## src/sv/fat_chain_allocator_unit_assert.svh

```systemverilog
// Assertion macros used by the allocator controller
`ifndef FAT_CHAIN_ALLOCATOR_UNIT_ASSERT_SVH
`define FAT_CHAIN_ALLOCATOR_UNIT_ASSERT_SVH

// label, clock, active-low reset, property body, message
`define FCA_ASSERT(lbl, clk_s, rstn_s, prop, msg) \
    lbl: assert property (@(posedge clk_s) disable iff (!rstn_s) (prop)) else $error(msg);

`define FCA_ASSERT_ALWAYS(lbl, clk_s, prop, msg) \
    lbl: assert property (@(posedge clk_s) (prop)) else $error(msg);

`endif

```

## src/sv/fca_pkg.sv

```systemverilog
`timescale 1ns / 1ps
`default_nettype none
package fca_pkg;
    localparam int SECTORS_DEF = 32;

    localparam logic [2:0] OP_WRITE = 3'd0;
    localparam logic [2:0] OP_READ  = 3'd1;
    localparam logic [2:0] OP_ALLOC = 3'd2;
    localparam logic [2:0] OP_FREE  = 3'd3;
    localparam logic [2:0] OP_WALK  = 3'd4;

    localparam logic [2:0] ST_OK         = 3'd0;
    localparam logic [2:0] ST_NOT_FREE   = 3'd1;
    localparam logic [2:0] ST_TOO_FEW    = 3'd2;
    localparam logic [2:0] ST_BAD_SECTOR = 3'd3;
    localparam logic [2:0] ST_BAD_COUNT  = 3'd4;

    typedef struct packed {
        logic [2:0] op;
        logic [4:0] base_sector;
        logic [4:0] chain_length;
        logic [4:0] entry_value;
    } in_item_t;

    typedef struct packed {
        logic [2:0] status;
        logic [4:0] sector;
        logic [4:0] table_value;
        logic [4:0] free_count;
        logic       has_free;
        logic [4:0] first_free;
        logic       last;
    } out_item_t;

    // controller -> datapath
    typedef struct packed {
        logic load;       // capture input item
        logic scan_clr;   // reset scan index to start
        logic scan_step;  // advance scan index
        logic cnt_clr;    // clear available counter
        logic link_step;  // allocate link step
        logic free_step;  // free step
        logic walk_step;  // walk step
        logic wr_entry;   // write entry
        logic sum_clr;    // clear summary pass
        logic sum_step;   // summary pass step
        logic emit;       // load output register
        logic emit_last;
        logic [2:0] emit_status;
        logic emit_zero;  // table_value forced to zero
    } dp_cmd_t;

    // datapath -> controller
    typedef struct packed {
        logic [2:0] op;
        logic       bad_sector;
        logic       reserved;
        logic       len_zero;
        logic       start_free;
        logic       scan_done;
        logic       enough;
        logic       link_done;
        logic       free_done;
        logic       walk_stop;
        logic       sum_done;
    } dp_stat_t;
endpackage
`default_nettype wire

```

## src/sv/fca_datapath.sv

```systemverilog
`timescale 1ns / 1ps
`default_nettype none
module fca_datapath #(
    parameter int SECTORS = fca_pkg::SECTORS_DEF
) (
    input  wire logic             clk,
    input  wire logic             rst_n,
    input  fca_pkg::in_item_t     in_item,
    input  fca_pkg::dp_cmd_t      cmd,
    output fca_pkg::dp_stat_t     stat,
    output fca_pkg::out_item_t    out_item
);
    import fca_pkg::*;

    localparam int IW = $clog2(SECTORS);
    localparam int CW = $clog2(SECTORS + 1);
    localparam int CAP = (SECTORS < 32) ? SECTORS : 32;

    in_item_t        item_reg;
    logic [4:0]      tbl [SECTORS];
    logic [SECTORS-1:0] wr_seen_reg;     // entries overwritten since reset
    logic [IW-1:0]   idx_reg;            // scan / chain cursor
    logic [CW-1:0]   cnt_reg;            // avail or step counter
    logic [IW-1:0]   prev_reg;
    logic [CW-1:0]   linked_reg;
    logic [4:0]      sfc_reg;            // summary free count
    logic            sany_reg;
    logic [4:0]      sfirst_reg;
    logic [IW-1:0]   sidx_reg;
    logic            sdone_reg;

    // table entry read as a function: reset value until written
    function automatic logic [4:0] rd(input logic [IW-1:0] a,
                                      input logic [SECTORS-1:0] seen,
                                      input logic [4:0] v);
        logic [4:0] r;
        if (seen[a])
            r = v;
        else
            r = (a < IW'(2)) ? 5'd0 : 5'd1;
        return r;
    endfunction

    logic [4:0] cur_val;
    logic [4:0] sum_val;
    logic [4:0] start_val;
    logic [IW-1:0] start_i;

    assign start_i   = IW'(item_reg.base_sector);
    assign cur_val   = rd(idx_reg, wr_seen_reg, tbl[idx_reg]);
    assign sum_val   = rd(sidx_reg, wr_seen_reg, tbl[sidx_reg]);
    assign start_val = rd(start_i, wr_seen_reg, tbl[start_i]);

    logic cur_free, cur_link;
    assign cur_free = (cur_val == 5'd1);
    assign cur_link = (cur_val >= 5'd2) && (int'(cur_val) < SECTORS);

    // table writes: one port
    logic          we;
    logic [IW-1:0] wa;
    logic [4:0]    wd;
    always_comb
    begin
        we = 1'b0;
        wa = idx_reg;
        wd = 5'd0;
        if (cmd.wr_entry)
        begin
            we = 1'b1; wa = start_i; wd = item_reg.entry_value;
        end
        else if (cmd.free_step)
        begin
            we = 1'b1; wa = idx_reg; wd = 5'd1;
        end
        else if (cmd.link_step)
        begin
            if (linked_reg == CW'(item_reg.chain_length))
            begin
                we = 1'b1; wa = prev_reg; wd = 5'd0;
            end
            else if (cur_free && idx_reg != prev_reg)
            begin
                we = 1'b1; wa = prev_reg; wd = 5'(idx_reg);
            end
        end
    end

    always_ff @(posedge clk)
    begin
        if (we)
            tbl[wa] <= wd;
    end

    always_ff @(posedge clk or negedge rst_n)
    begin
        if (!rst_n)
            wr_seen_reg <= '0;
        else if (we)
            wr_seen_reg[wa] <= 1'b1;
    end

    always_ff @(posedge clk)
    begin
        if (cmd.load)
            item_reg <= in_item;
        if (cmd.scan_clr)
        begin
            idx_reg    <= IW'(item_reg.base_sector);
            prev_reg   <= IW'(item_reg.base_sector);
            linked_reg <= CW'(1);
        end
        else if (cmd.scan_step)
            idx_reg <= idx_reg + IW'(1);
        else if (cmd.link_step)
        begin
            if (cur_free && idx_reg != prev_reg)
            begin
                prev_reg   <= idx_reg;
                linked_reg <= linked_reg + CW'(1);
            end
            idx_reg <= idx_reg + IW'(1);
        end
        else if (cmd.free_step || cmd.walk_step)
            idx_reg <= IW'(cur_val);
        if (cmd.cnt_clr)
            cnt_reg <= '0;
        else if (cmd.scan_step)
            cnt_reg <= cnt_reg + CW'(cur_free);
        else if (cmd.free_step || cmd.walk_step)
            cnt_reg <= cnt_reg + CW'(1);
        if (cmd.sum_clr)
        begin
            sidx_reg <= IW'(2); sfc_reg <= '0; sany_reg <= 1'b0;
            sfirst_reg <= '0; sdone_reg <= 1'b0;
        end
        else if (cmd.sum_step && !sdone_reg)
        begin
            if (sum_val == 5'd1)
            begin
                sfc_reg <= sfc_reg + 5'd1;
                if (!sany_reg)
                begin
                    sany_reg <= 1'b1; sfirst_reg <= 5'(sidx_reg);
                end
            end
            if (sidx_reg == IW'(SECTORS - 1))
                sdone_reg <= 1'b1;
            else
                sidx_reg <= sidx_reg + IW'(1);
        end
    end

    // availability scan ends at the top entry
    logic scan_first_done;
    assign scan_first_done = (idx_reg == IW'(SECTORS - 1));

    always_comb
    begin
        stat.op         = item_reg.op;
        stat.bad_sector = (item_reg.op > OP_WALK)
                        || (int'(item_reg.base_sector) >= SECTORS);
        stat.reserved   = (item_reg.base_sector < 5'd2);
        stat.len_zero   = (item_reg.chain_length == 5'd0);
        stat.start_free = (start_val == 5'd1);
        stat.scan_done  = scan_first_done;
        stat.enough     = (cnt_reg >= CW'(item_reg.chain_length));
        stat.link_done  = (linked_reg == CW'(item_reg.chain_length));
        stat.free_done  = !cur_link || (cnt_reg == CW'(SECTORS - 1));
        stat.walk_stop  = !cur_link || (cnt_reg == CW'(CAP - 1));
        stat.sum_done   = sdone_reg;
    end

    // walk captures the sector/value before advancing
    logic [4:0] walk_sec_reg, walk_val_reg;
    always_ff @(posedge clk)
    begin
        if (cmd.walk_step)
        begin
            walk_sec_reg <= 5'(idx_reg);
            walk_val_reg <= cur_val;
        end
    end

    always_ff @(posedge clk)
    begin
        if (cmd.emit)
        begin
            out_item.status      <= cmd.emit_status;
            out_item.sector      <= (item_reg.op == OP_WALK && !stat.bad_sector)
                                  ? walk_sec_reg : item_reg.base_sector;
            out_item.table_value <= cmd.emit_zero ? 5'd0
                                  : (item_reg.op == OP_WALK) ? walk_val_reg : start_val;
            out_item.free_count  <= sfc_reg;
            out_item.has_free    <= sany_reg;
            out_item.first_free  <= sfirst_reg;
            out_item.last        <= cmd.emit_last;
        end
    end
endmodule
`default_nettype wire

```

## src/sv/fca_ctrl.sv

```systemverilog
`timescale 1ns / 1ps
`default_nettype none
module fca_ctrl (
    input  wire logic        clk,
    input  wire logic        rst_n,
    input  wire logic        in_valid,
    output logic             in_ready,
    output logic             out_valid,
    input  wire logic        out_ready,
    input  fca_pkg::dp_stat_t stat,
    output fca_pkg::dp_cmd_t  cmd
);
    import fca_pkg::*;
    `include "fat_chain_allocator_unit_assert.svh"

    localparam logic [3:0] S_IDLE  = 4'd0;
    localparam logic [3:0] S_DEC   = 4'd1;
    localparam logic [3:0] S_SCAN  = 4'd2;
    localparam logic [3:0] S_LINKI = 4'd3;
    localparam logic [3:0] S_LINK  = 4'd4;
    localparam logic [3:0] S_FREE  = 4'd5;
    localparam logic [3:0] S_WALK  = 4'd6;
    localparam logic [3:0] S_SUM   = 4'd7;
    localparam logic [3:0] S_EMIT  = 4'd8;
    localparam logic [3:0] S_OUT   = 4'd9;

    logic [3:0] state_reg, state_next;
    logic       valid_reg, valid_next;
    logic [2:0] st_reg, st_next;
    logic       zero_reg, zero_next;
    logic       last_reg, last_next;

    assign in_ready  = (state_reg == S_IDLE);
    assign out_valid = valid_reg;

    always_comb
    begin
        state_next = state_reg;
        valid_next = valid_reg;
        st_next    = st_reg;
        zero_next  = zero_reg;
        last_next  = last_reg;
        cmd        = '0;
        cmd.emit_status = st_reg;
        cmd.emit_zero   = zero_reg;
        cmd.emit_last   = last_reg;
        case (state_reg)
            S_IDLE:
            begin
                if (in_valid)
                begin
                    cmd.load = 1'b1;
                    state_next = S_DEC;
                end
            end
            S_DEC:
            begin
                cmd.scan_clr = 1'b1;
                cmd.cnt_clr  = 1'b1;
                st_next = ST_OK; zero_next = 1'b0; last_next = 1'b1;
                state_next = S_SUM;
                if (stat.bad_sector)
                begin
                    st_next = ST_BAD_SECTOR; zero_next = 1'b1;
                end
                else
                begin
                    case (stat.op)
                        OP_WRITE: cmd.wr_entry = 1'b1;
                        OP_READ: ;
                        OP_ALLOC:
                        begin
                            if (stat.reserved)
                            begin
                                st_next = ST_BAD_SECTOR; zero_next = 1'b1;
                            end
                            else if (stat.len_zero)
                                st_next = ST_BAD_COUNT;
                            else if (!stat.start_free)
                                st_next = ST_NOT_FREE;
                            else
                                state_next = S_SCAN;
                        end
                        OP_FREE:
                        begin
                            if (stat.reserved)
                            begin
                                st_next = ST_BAD_SECTOR; zero_next = 1'b1;
                            end
                            else
                                state_next = S_FREE;
                        end
                        OP_WALK: state_next = S_WALK;
                        default: ;
                    endcase
                end
            end
            S_SCAN:
            begin
                cmd.scan_step = 1'b1;
                if (stat.scan_done)
                    state_next = S_LINKI;
            end
            S_LINKI:
            begin
                // count is complete; rewind to start
                if (!stat.enough)
                begin
                    st_next = ST_TOO_FEW;
                    state_next = S_SUM;
                end
                else
                begin
                    cmd.scan_clr = 1'b1;
                    state_next = S_LINK;
                end
            end
            S_LINK:
            begin
                cmd.link_step = 1'b1;
                if (stat.link_done)
                    state_next = S_SUM;
            end
            S_FREE:
            begin
                cmd.free_step = 1'b1;
                if (stat.free_done)
                    state_next = S_SUM;
            end
            S_WALK:
            begin
                cmd.walk_step = 1'b1;
                last_next = stat.walk_stop;
                state_next = S_SUM;
            end
            S_SUM:
            begin
                cmd.sum_clr = 1'b1;
                state_next = S_EMIT;
            end
            S_EMIT:
            begin
                cmd.sum_step = 1'b1;
                if (stat.sum_done && !valid_reg)
                begin
                    cmd.emit = 1'b1;
                    valid_next = 1'b1;
                    state_next = S_OUT;
                end
            end
            S_OUT:
            begin
                if (out_ready)
                begin
                    valid_next = 1'b0;
                    if (last_reg)
                        state_next = S_IDLE;
                    else
                        state_next = S_WALK;
                end
            end
            default: state_next = S_IDLE;
        endcase
    end

    always_ff @(posedge clk or negedge rst_n)
    begin
        if (!rst_n)
        begin
            state_reg <= S_IDLE;
            valid_reg <= 1'b0;
            st_reg    <= ST_OK;
            zero_reg  <= 1'b0;
            last_reg  <= 1'b0;
        end
        else
        begin
            state_reg <= state_next;
            valid_reg <= valid_next;
            st_reg    <= st_next;
            zero_reg  <= zero_next;
            last_reg  <= last_next;
        end
    end

    `FCA_ASSERT(a_out_only_in_out, clk, rst_n, out_valid |-> state_reg == S_OUT, "out_valid outside output state")
    `FCA_ASSERT(a_no_accept_busy, clk, rst_n, in_ready |-> !out_valid, "input taken while result pending")
    `FCA_ASSERT(a_load_to_dec, clk, rst_n, (in_valid && in_ready) |=> state_reg == S_DEC, "accept did not start decode")
endmodule
`default_nettype wire

```

## src/sv/fat_chain_allocator_unit.sv

```systemverilog
// Sector allocation table unit.
// Each item passes decode, its operation's steps and a summary pass before
// its result; a walk gives one result per chain entry visited, each further
// result following the transfer of the one before.
// Throughput: one item at a time; the next is accepted only after the final transfer.
// Reset (rst_n, async low): table reads as entries 0,1 zero and others free.
`timescale 1ns / 1ps
`default_nettype none
module fat_chain_allocator_unit #(
    parameter int SECTORS = fca_pkg::SECTORS_DEF
) (
    input  wire logic          clk,
    input  wire logic          rst_n,
    input  wire logic          in_valid,
    output logic               in_ready,
    input  fca_pkg::in_item_t  in_data,
    output logic               out_valid,
    input  wire logic          out_ready,
    output fca_pkg::out_item_t out_data
);
    import fca_pkg::*;

    dp_cmd_t  cmd;
    dp_stat_t stat;

    fca_ctrl u_ctrl (
        .clk(clk), .rst_n(rst_n),
        .in_valid(in_valid), .in_ready(in_ready),
        .out_valid(out_valid), .out_ready(out_ready),
        .stat(stat), .cmd(cmd)
    );

    fca_datapath #(.SECTORS(SECTORS)) u_dp (
        .clk(clk), .rst_n(rst_n),
        .in_item(in_data), .cmd(cmd), .stat(stat), .out_item(out_data)
    );
endmodule
`default_nettype wire

```

## config.mk

```make
export PLATFORM = sky130hd
export DESIGN_NAME = fat_chain_allocator_unit
export DESIGN_NICKNAME = d
export VERILOG_FILES = /design/src/sv/fca_pkg.sv /design/src/sv/fca_datapath.sv /design/src/sv/fca_ctrl.sv /design/src/sv/fat_chain_allocator_unit.sv
export VERILOG_INCLUDE_DIRS = /design/src /design/src/sv
export SDC_FILE = /design/constraint.sdc
export NUM_CORES = 1
export LEC_CHECK = 0
export BUFFER_PORTS_ARGS = -buffer_cell sky130_fd_sc_hd__buf_2
export CORE_MARGIN = 3
export CORE_UTILIZATION = 63
export DETAILED_ROUTE_END_ITERATION = 10
export PLACE_DENSITY = 0.85
export SYNTH_ARGS = -nofsm -noshare
export SYNTH_HDL_FRONTEND = slang
export SYNTH_SLANG_ARGS = --single-unit
```

## constraint.sdc

```tcl
create_clock -name clk -period 4.92 [get_ports clk]
set_clock_uncertainty 0.15 [all_clocks]
set_input_delay 0.246 -clock clk [delete_from_list [all_inputs] [get_ports clk]]
set_output_delay 0.246 -clock clk [all_outputs]
set_load 0.01 [all_outputs]
```

# == Yosys cells after proc, flatten, opt, wreduce, memory -nomap -nowiden ==
# Memories as Yosys holds them, arrays and structs flattened. A register that Yosys moved wholly into a read port is not among the register bits.
# Cells that the tools add are included.
# totals
elab_cells,201
regBits,134
memories,1
mem_bits_rw,160
inputBits,22
out_inout_bits,27
# classes
reduce_logical,31
bitwise_logic,4
n_mux,92
n_eq_ne,28
add_sub_neg,6
magnitude_cmp,11
# mem_list
name,words,word_bits,read_ports,rd_ports_with_merged_regs,wr,line,text
u_dp.tbl,32,5,3,3,1,fca_datapath.sv:20,logic [4:0] tbl [SECTORS];
# op_table
operator,count
$mux 5,27
$pmux 4 s10,1
$mux 4,9
$mux 1,33
$or 32x32->32,1
$lt 5x6->1 const B,4
$mux 3,6
$eq 4x3->1 const B,4
$add 5x1->5 const B,3
$bmux 1 s5,3
$eq 5x1->1 const B,3
$lt 5x2->1 const B,3
$add 6x1->6 const B,2
$mux 6,2
$pmux 3 s2,2
$pmux 4 s3,1
$reduce_and 3->1,4
$reduce_bool 2->1,6
$eq 5x5->1 const B,2
$eq 4x2->1 const B,2
$eq 4x4->1 const B,2
$mux 2,4
$ne 2x1->1 const B,4
$ne 2x2->1 const B,4
24 further kinds,40

# == Logic depth before layout (Yosys ltp) ==
# Gate-level depths: netlist of run 1.
# logic_depth
ltp_word,15
ltp_mapped,14
depth_no_buf,12

# == Hierarchy ==
# Synthesis of run 1 repeated with hierarchy kept, for this count alone.
# hier_totals
cells_unflattened,1111
hier_area_um2,15636.2
# by_module_without_submodules
module,cells_per_inst,seq_area_each_um2,area_per_inst_um2,instances
fca_datapath,1006,8378.0,14813.0,1
fca_ctrl,105,250.2,823.3,1

# == Worst setup path after synthesis of run 1 ==
# No wires, ideal clock.
# synth_timing
path_type,reg-to-reg
start,reg (tool-made name)
end,mem u_dp.tbl[17][0] (enable)
synth_period_minus_slack_ps,4253
slack_ps,667
path_buffers,4
t_arrival_ps,3722
required_time_ps,4389
path_stages_with_launch,13
setup_time_ps,381
cell_sequence,dfxtp_1 buf_6 buf_2 mux4_2 mux4_2 mux2i_1 nand4_1 or4_1 buf_2 a21boi_1 o32ai_2 buf_2 nor4_1
# synth_lines
element,line
to (decl),fca_datapath.sv:20

==> results of run 1 <==
## cells in the mapped netlist (all sizes together) (3+ instances only)
library cell and instances:
nor2b 8, o22ai 3, o211a 3, mux2 21, a31oi 5, a221o 3, a211oi 6, dfrtp 42
mux2i 43, or3 7, clkbuf 52, ha 13, edfxtp 223, o41ai 9, o32ai 4, buf 25
o2111ai 5, nor2 55, nand2 91, a22o 5, nand2b 22, o31ai 28, xnor2 9, nand4 7
mux4 123, a21boi 3, nor3 39, o21ai 24, and3 3, o211ai 7, nor4 44, nand3 18
or4 7, a21o 5, dfxtp 44, and2 5, xor2 11, inv 56, a22oi 6, o21a 5
a21oi 41
## per-stage QoR
stage	setup slack [ps]	TNS, ps	power [mW]
6_report	216	0	10.5
5_1_grt	96.4	0	10.9
4_1_cts	111	0	10.4
3_5_place_dp	-162	-811	7.79
3_3_place_gp	-19.8	-99.0	7.69
2_1_floorplan	667	0	6.48
## critical path: stages, from the launching register on
cell and delay [ps]:
sky130_fd_sc_hd__dfxtp_4 490, sky130_fd_sc_hd__buf_4 290, sky130_fd_sc_hd__mux4_2 530, sky130_fd_sc_hd__mux4_2 470, sky130_fd_sc_hd__mux2i_1 200, sky130_fd_sc_hd__nand4_1 310
sky130_fd_sc_hd__or4_1 660, sky130_fd_sc_hd__a21boi_1 330, sky130_fd_sc_hd__o32ai_2 140, sky130_fd_sc_hd__buf_4 280, sky130_fd_sc_hd__nor4_1 330, sky130_fd_sc_hd__buf_4 220
## kinds of logic (layout without fill, tap and decap cells)
kind of cell / Yosys count / count (layout) / share of synthesized area (%)
adders and majority gates: 13 / 13 / 1.03
DFF: 309 / 309 / 54.8
buffers and inverters: 133 / 266 / 3.43
and+or+nand+nor: 313 / 313 / 9.81
xor gates and xnor gates: 20 / 20 / 1.11
muxes: 187 / 187 / 21.8
AOI/OAI and AO/OA: 170 / 170 / 7.98
## power by group through the flow
stage                     clock (mW)  combinational (mW)  sequential [mW]
after floorplan                    0                2.90             3.57
after global placement             0                3.73             3.96
after detailed placement           0                3.81             3.98
after CTS                       2.57                3.87             3.93
after global routing            2.68                4.21             4.01
final                           2.56                3.97             3.97
## worst min path at each step
stage / from / end / slack, ps / depth (start not counted)
after floorplan: rst_n / u_ctrl.last_reg / -200 / 0
after global placement: u_dp.sfirst_reg[0] / u_dp.out_item[1] / 260 / 0
after detailed placement: u_dp.sfirst_reg[1] / u_dp.out_item[2] / 270 / 0
after CTS: in_valid / flop / 280 / 3
after global routing: u_dp.sfirst_reg[1] / u_dp.out_item[2] / 310 / 0
final: u_dp.sfirst_reg[1] / u_dp.out_item[2] / 290 / 0
## layer usage
metal	track usage (%)	share of wire (%)	vias to the layer above	routed length (µm)
met1	43.1	35	5617	15700
li1	-	-	4736	-
met4	15.7	5.5	0	2460
met5	0	0	-	0
met2	52.9	46	955	20700
met3	10.3	13	222	5660
## cell type report
| cell class | instances | area (µm²) |
|---|---|---|
| flip-flops and latches | 309 | 8630 |
| multi-input cells | 703 | 6620 |
| fillers | 1490 | 6420 |
| repair buffers | 148 | 1040 |
| clock buffers | 46 | 990 |
| well taps | 324 | 405 |
| inverters | 56 | 210 |
| clock inverters | 16 | 145 |
## timing repair
item / in CTS / in global routing
pin swaps: 0 / 0
hold endpoints to repair: 66 / 0
setup endpoints to repair: 5 / 76
hold buffers: 20 / 0
resized for setup: 1 / 4
==> impl_results.rst, run 1 <==
.. list-table::
   :header-rows: 1

   * - Metric
     - Value
   * - Instance area at placement
     - 16700 µm²
   * - Wire per inst
     - 27.8 µm
   * - Hold slack
     - 289 ps
   * - Ranking of synthesized cells by area
     - sky130_fd_sc_hd__edfxtp_1 43%, sky130_fd_sc_hd__mux4_2 18%, sky130_fd_sc_hd__dfrtp_1 6.7%
   * - Antenna violation net count after detailed routing
     - 0
   * - Global-route total usage across every layer
     - 33.6%
   * - Die Span Y
     - 164 µm
   * - Crit path capture
     - u_dp.tbl[1][0]
   * - Final slew viol count
     - 0
   * - Sw power
     - 3.92 mW
   * - IO Count
     - 49
   * - Synth Area per Inst
     - 13.8 µm²
   * - FF-to-FF End
     - u_dp.tbl[1][0]
   * - Setup crit start kind
     - flop
   * - Maximum fanout encountered on the critical timing path
     - 15
   * - Max Clk Rate
     - 0.213 GHz
   * - Synth Warn #
     - 0
   * - Most common cell after layout, fill and taps aside
     - sky130_fd_sc_hd__edfxtp_1
   * - Initial Util
     - 64.4%
   * - Peak supply drop
     - 0.000447 V
   * - Clock insertion delay at the later pin of the skew report
     - 510 ps
   * - Proportion of netlist area held by the largest area contributor
     - 42.5%
   * - Clock edge transition at the registers on the reported setup and hold paths
     - 70 ps
   * - Placed wire-length estimate after detailed placement
     - 30400 µm
   * - Die outline area
     - 26900 µm²
   * - Number of different library cells in the post-synthesis netlist
     - 65
   * - NumNets Final
     - 1287
   * - Final instance area
     - 18000 µm²
   * - Post-CTS repair timing setup buffer count
     - 0
   * - Routed vias
     - 11500
   * - Cells after Synth
     - 1145
   * - Endpoint arrival time on the critical path
     - 4780 ps
   * - RSZ-0062 raised after global routing
     - no
   * - Clock Path Buffers
     - 3
   * - Post-route fraction of the period consumed by the critical path
     - 95.6%
   * - Total power divided by cell area
     - 582 nW/µm²
   * - Setup Crit Path Kind
     - flop to flop
   * - Congestion Overflow GR
     - 0
   * - Root buffer cell
     - sky130_fd_sc_hd__clkbuf_16
   * - Finished Core Util
     - 73.8%
   * - Proportion of power drawn by flip-flops and latches
     - 37.8%
   * - Count of cells along the worst register-to-register path
     - 11
   * - Clock power frac
     - 24.4%
   * - Wire length after detailed routing
     - 44600 µm
   * - Internal Dissipation
     - 6.59 mW
   * - Number of non-filler instances in the completed layout
     - 1602
   * - Library cell with the largest summed area after synthesis
     - sky130_fd_sc_hd__edfxtp_1
   * - Synthesized flop and latch total
     - 309
   * - Dominant synthesized flop cell
     - sky130_fd_sc_hd__edfxtp_1
   * - Path type of the worst min-delay path
     - flop to flop
   * - CTS tree
     - done
   * - Worst endpoint required time
     - 4990 ps
   * - Number of global-route vias before repair
     - 11300
   * - Placer's final routability congestion estimate
     - 1.05
   * - Total DRC errors in the routed layout
     - 0
   * - Drt pass-1 iters
     - 6
   * - Antenna cells
     - 0
   * - Via-per-instance ratio
     - 7.20
   * - Flip-flop count of the largest register after layout
     - 160
   * - Number of enable-type register cells in the synthesized netlist
     - 223
   * - Number of levels the H-tree was split into
     - 2
   * - Input/output buffers
     - 48
   * - Part of the total power dissipated in combinational logic
     - 37.8%
   * - Min Clock Period, post-route
     - 4700 ps
   * - Placed Cells incl. Taps
     - 1520
   * - Share of cells above drive strength 1
     - 28.1%
   * - Antenna violations before repair
     - 0
   * - Setup slack, reg-to-reg
     - 220 ps
   * - Type of destination of the critical path
     - flop
   * - Final hold violation count
     - 0
   * - Wire length of the first global-routing pass
     - 67600 µm
   * - Most frequent cells in the layout
     - 223 x sky130_fd_sc_hd__edfxtp_1, 123 x sky130_fd_sc_hd__mux4_2, 91 x sky130_fd_sc_hd__nand2_1, 80 x sky130_fd_sc_hd__buf_4, 55 x sky130_fd_sc_hd__inv_1
   * - Run status
     - finished clean
   * - Core region area
     - 24500 µm²
   * - Number of maximum-capacitance constraint violations
     - 0
   * - Layout overhead on the synthesized area
     - 14.6%
   * - Net Count, Synth
     - 1180
   * - Headroom to the max-slew limit
     - 22.3%
   * - Slew at the pin closest to its max-slew limit
     - 1160 ps
   * - Switching share of power
     - 37.3%
   * - Die width
     - 164 µm
   * - Standard-cell row count
     - 57
   * - Share of flip-flops with an asynchronous set or reset after synthesis
     - 13.6%
   * - Detailed Route Iter0 Violations
     - 2038
   * - Sink count of the clock tree
     - 309
   * - Maximum number of pins on one net before global-route repair
     - 43
   * - Leakage dissipation
     - 6.48 nW
   * - Post-synth design cell area
     - 15700 µm²
   * - Number of failing setup endpoints in the final timing report
     - 0
   * - Part of the Yosys area used for sequential elements
     - 54.8%
   * - Number of buffers inserted during clock tree synthesis
     - 34
Note: power is estimated with default switching activity, not from simulation.
==> inputs of run 2 (changes only) <==
- CORE_UTILIZATION: 63 -> 30
- GPL_TIMING_DRIVEN: not set -> 0
- PLACE_DENSITY: 0.85 -> 0.48
- TNS_END_PERCENT: not set -> 100
==> impl_results.rst, run 2 (same netlist as run 1, synthesis figures left out) <==
.. list-table::
   :header-rows: 1

   * - Metric
     - Value
   * - Run status
     - finished clean
   * - Path type of the worst min-delay path
     - primary input to flop
   * - Root buffer cell
     - sky130_fd_sc_hd__clkbuf_16
   * - Final hold violation count
     - 0 (unchanged)
   * - Detailed Route Iter0 Violations
     - 1047 (-49%)
   * - Worst slack at placement
     - -1240 ps (-1080 ps)
   * - NumNets Final
     - 1298 (+0.85%)
   * - Slowest stage cell on the critical path
     - sky130_fd_sc_hd__mux4_2
   * - Stage delay of the slowest cell on the critical path
     - 560 ps (-100 ps)
   * - Clock insertion delay at the later pin of the skew report
     - 560 ps (+50 ps)
   * - Antenna cells
     - 0 (unchanged)
   * - Post-route fraction of the period consumed by the critical path
     - 98.1% (+2.5 points)
   * - IO Count
     - 49 (unchanged)
   * - Sink count of the clock tree
     - 309 (unchanged)
   * - Antenna violations before repair
     - 0 (unchanged)
   * - Delay-heaviest family, CP
     - multiplexers
   * - Type of destination of the critical path
     - flop
   * - Setup crit start kind
     - flop
   * - Number of buffers inserted during clock tree synthesis
     - 36 (+5.9%)
   * - Initial Util
     - 30.5% (-34 points)
   * - Met1 Usage GRT
     - 24.1% (-19 points)
   * - Maximum number of pins on one net before global-route repair
     - 43 (unchanged)
   * - Maximum fanout encountered on the critical timing path
     - 10 (-5)
   * - Headroom to the max-slew limit
     - 23.0% (+0.72 points)
   * - Area occupied by multi-input gates
     - 7100 µm² (+7.3%)
   * - Number of levels the H-tree was split into
     - 2 (unchanged)
   * - Final total power
     - 11.2 mW (+6.9%)
   * - Finished Core Util
     - 36.8% (-37 points)
   * - Number of maximum-capacitance constraint violations
     - 0 (unchanged)
   * - Slew at the pin closest to its max-slew limit
     - 1150 ps (-9.58 ps)
   * - Flip-flop count of the largest register after layout
     - 160 (unchanged)
   * - CTS tree
     - done
   * - Input/output buffers
     - 48 (unchanged)
   * - Final slew viol count
     - 0 (unchanged)
   * - Total power divided by cell area
     - 592 nW/µm² (+1.6%)
   * - Min Clock Period, post-route
     - 4830 ps (+125 ps)
   * - Global-route total usage across every layer
     - 18.1% (-15 points)
   * - Wire length of the first global-routing pass
     - 75400 µm (+12%)
   * - Die width
     - 235 µm (+43%)
   * - Final Worst Setup Slack
     - 91.8 ps (-125 ps)
   * - Hold slack
     - 254 ps (-35.0 ps)
   * - Wire per inst
     - 25.6 µm (-8.1%)
   * - Most common cell after layout, fill and taps aside
     - sky130_fd_sc_hd__edfxtp_1
   * - Number of global-route vias before repair
     - 11000 (-3.1%)
   * - Die Span Y
     - 235 µm (+43%)
   * - Worst path cell trace
     - buf_6 > buf_6 > mux4_2 > mux4_2 > mux2i_2 > nand4_1 > buf_4 > or4_1 > buf_2 > a21boi_2 > o32ai_4 > buf_8 > nor4_4 > buf_4
   * - Leakage dissipation
     - 6.55 nW (+1.2%)
   * - Global-route layer with the greatest usage
     - met2
   * - Placed wire-length estimate after detailed placement
     - 36100 µm (+19%)
   * - Clock edge transition at the registers on the reported setup and hold paths
     - 60 ps (about the same)
   * - Filler cell count
     - 4939 (+230%)
   * - Core region area
     - 51600 µm² (+110%)
   * - Setup Crit Path Kind
     - flop to flop
   * - Max Clk Rate
     - 0.207 GHz (-2.6%)
   * - Routed vias
     - 11000 (-5.0%)
   * - Placer's final routability congestion estimate
     - 0.910 (-13%)
   * - Via-per-instance ratio
     - 5.56 (-23%)
   * - Peak supply drop
     - 0.000231 V (-48%)
   * - Met2 usage
     - 29.0% (-24 points)
   * - Die outline area
     - 55300 µm² (+110%)
   * - Clock Path Buffers
     - 3 (unchanged)
   * - Worst endpoint required time
     - 5020 ps (+30 ps)
   * - Buffers and inverters on the worst path
     - 6 (+3)
   * - Standard-cell row count
     - 83 (+46%)
   * - Drt pass-1 iters
     - 5 (-1)
   * - Congestion Overflow GR
     - 0 (unchanged)
   * - Number of failing setup endpoints in the final timing report
     - 0 (unchanged)
   * - Most frequent cells in the layout
     - 223 x sky130_fd_sc_hd__edfxtp_1, 123 x sky130_fd_sc_hd__mux4_2, 91 x sky130_fd_sc_hd__nand2_1, 55 x sky130_fd_sc_hd__inv_1, 55 x sky130_fd_sc_hd__buf_2
   * - Met3 layer usage reported by global route
     - 4.07% (-6.2 points)
   * - Setup TNS after final layout
     - 0 ps (unchanged)
   * - Antenna violation net count after detailed routing
     - 0 (unchanged)
   * - Wire length after detailed routing
     - 50400 µm (+13%)
   * - Seq. cell area
     - 8630 µm² (about the same)
   * - Share of cells above drive strength 1
     - 27.9% (-0.21 points)
   * - Total DRC errors in the routed layout
     - 0 (unchanged)
   * - Endpoint arrival time on the critical path
     - 4930 ps (+150 ps)
   * - Layout overhead on the synthesized area
     - 20.6%
run 2: changes by cell type in the layout (fill, tap and decap cells not counted), moves of 7 or more:
cell,delta
sky130_fd_sc_hd__buf_4,-66
sky130_fd_sc_hd__clkbuf_1,+39
sky130_fd_sc_hd__nor3_1,-24
sky130_fd_sc_hd__nor3_4,+24
sky130_fd_sc_hd__buf_1,+8
sky130_fd_sc_hd__nor4_4,+8
sky130_fd_sc_hd__buf_2,+7
run 2: worst paths after layout:
check	startpoint	end	slack, ps	cells past startpoint
max	flop	u_dp.tbl[17][0]	90	14
min	in_valid	flop	250	3
max reg2reg	flop	u_dp.tbl[17][0]	90	14
min reg2reg	u_dp.sfirst_reg[2]	u_dp.out_item[3]	280	0
max in group asynchronous	rst_n	u_dp.wr_seen_reg[10]	3650	2
min in group asynchronous	rst_n	u_ctrl.state_reg[1]	280	2
run 2: final cells by class:
| class | count | share of cell area [%] |
|---|---|---|
| buffer | 76 | 2.15 |
| clock buffer | 45 | 5.31 |
| clock inverter | 21 | 1.22 |
| inverter | 56 | 1.11 |
| multi-input combinational | 703 | 37.4 |
| sequential | 309 | 45.5 |
| tap | 680 | 4.48 |
| timing repair buffer | 81 | 2.87 |
run 2: layer usage:
layer	vias to the layer above	wire, µm	part of all wire [%]
met3	102	4040	8.0
met4	0	1800	3.6
met2	526	23900	47
met1	5549	20600	41
li1	4773	-	-
met5	-	0	0
run 2: timing repair:
action,in CTS,in global routing
endpoints found under the hold margin,66,0
gates resized for setup,93,26
buffers inserted,5,7
pin swaps,4,7
setup endpoints to repair,346,165
hold buffers,20,0
run 2: worst register-to-register path, delay by kind of cell, from the launching register on:
kind / cells / cell delay (ps)
mux: 3 / 1400
compound gates: 2 / 500
simple gates: 3 / 840
flops: 1 / 330
buf+inv: 6 / 1320
run 2: through the flow:
step / instances / cell area (µm²)
after CTS: 1965 / 18800
final: 1971 / 19000
after detailed placement: 1874 / 16900
after floorplan: 1145 / 15700
after global placement: 1873 / 16800
after global routing: 1971 / 19000
run 2: power breakdown:
part | switching [mW] | internal (mW) | leakage (nW) | total [mW]
clock | 1.12 | 1.68 | 0.605 | 2.79
combinational | 2.99 | 1.75 | 3.03 | 4.74
sequential | 0.353 | 3.34 | 2.92 | 3.69
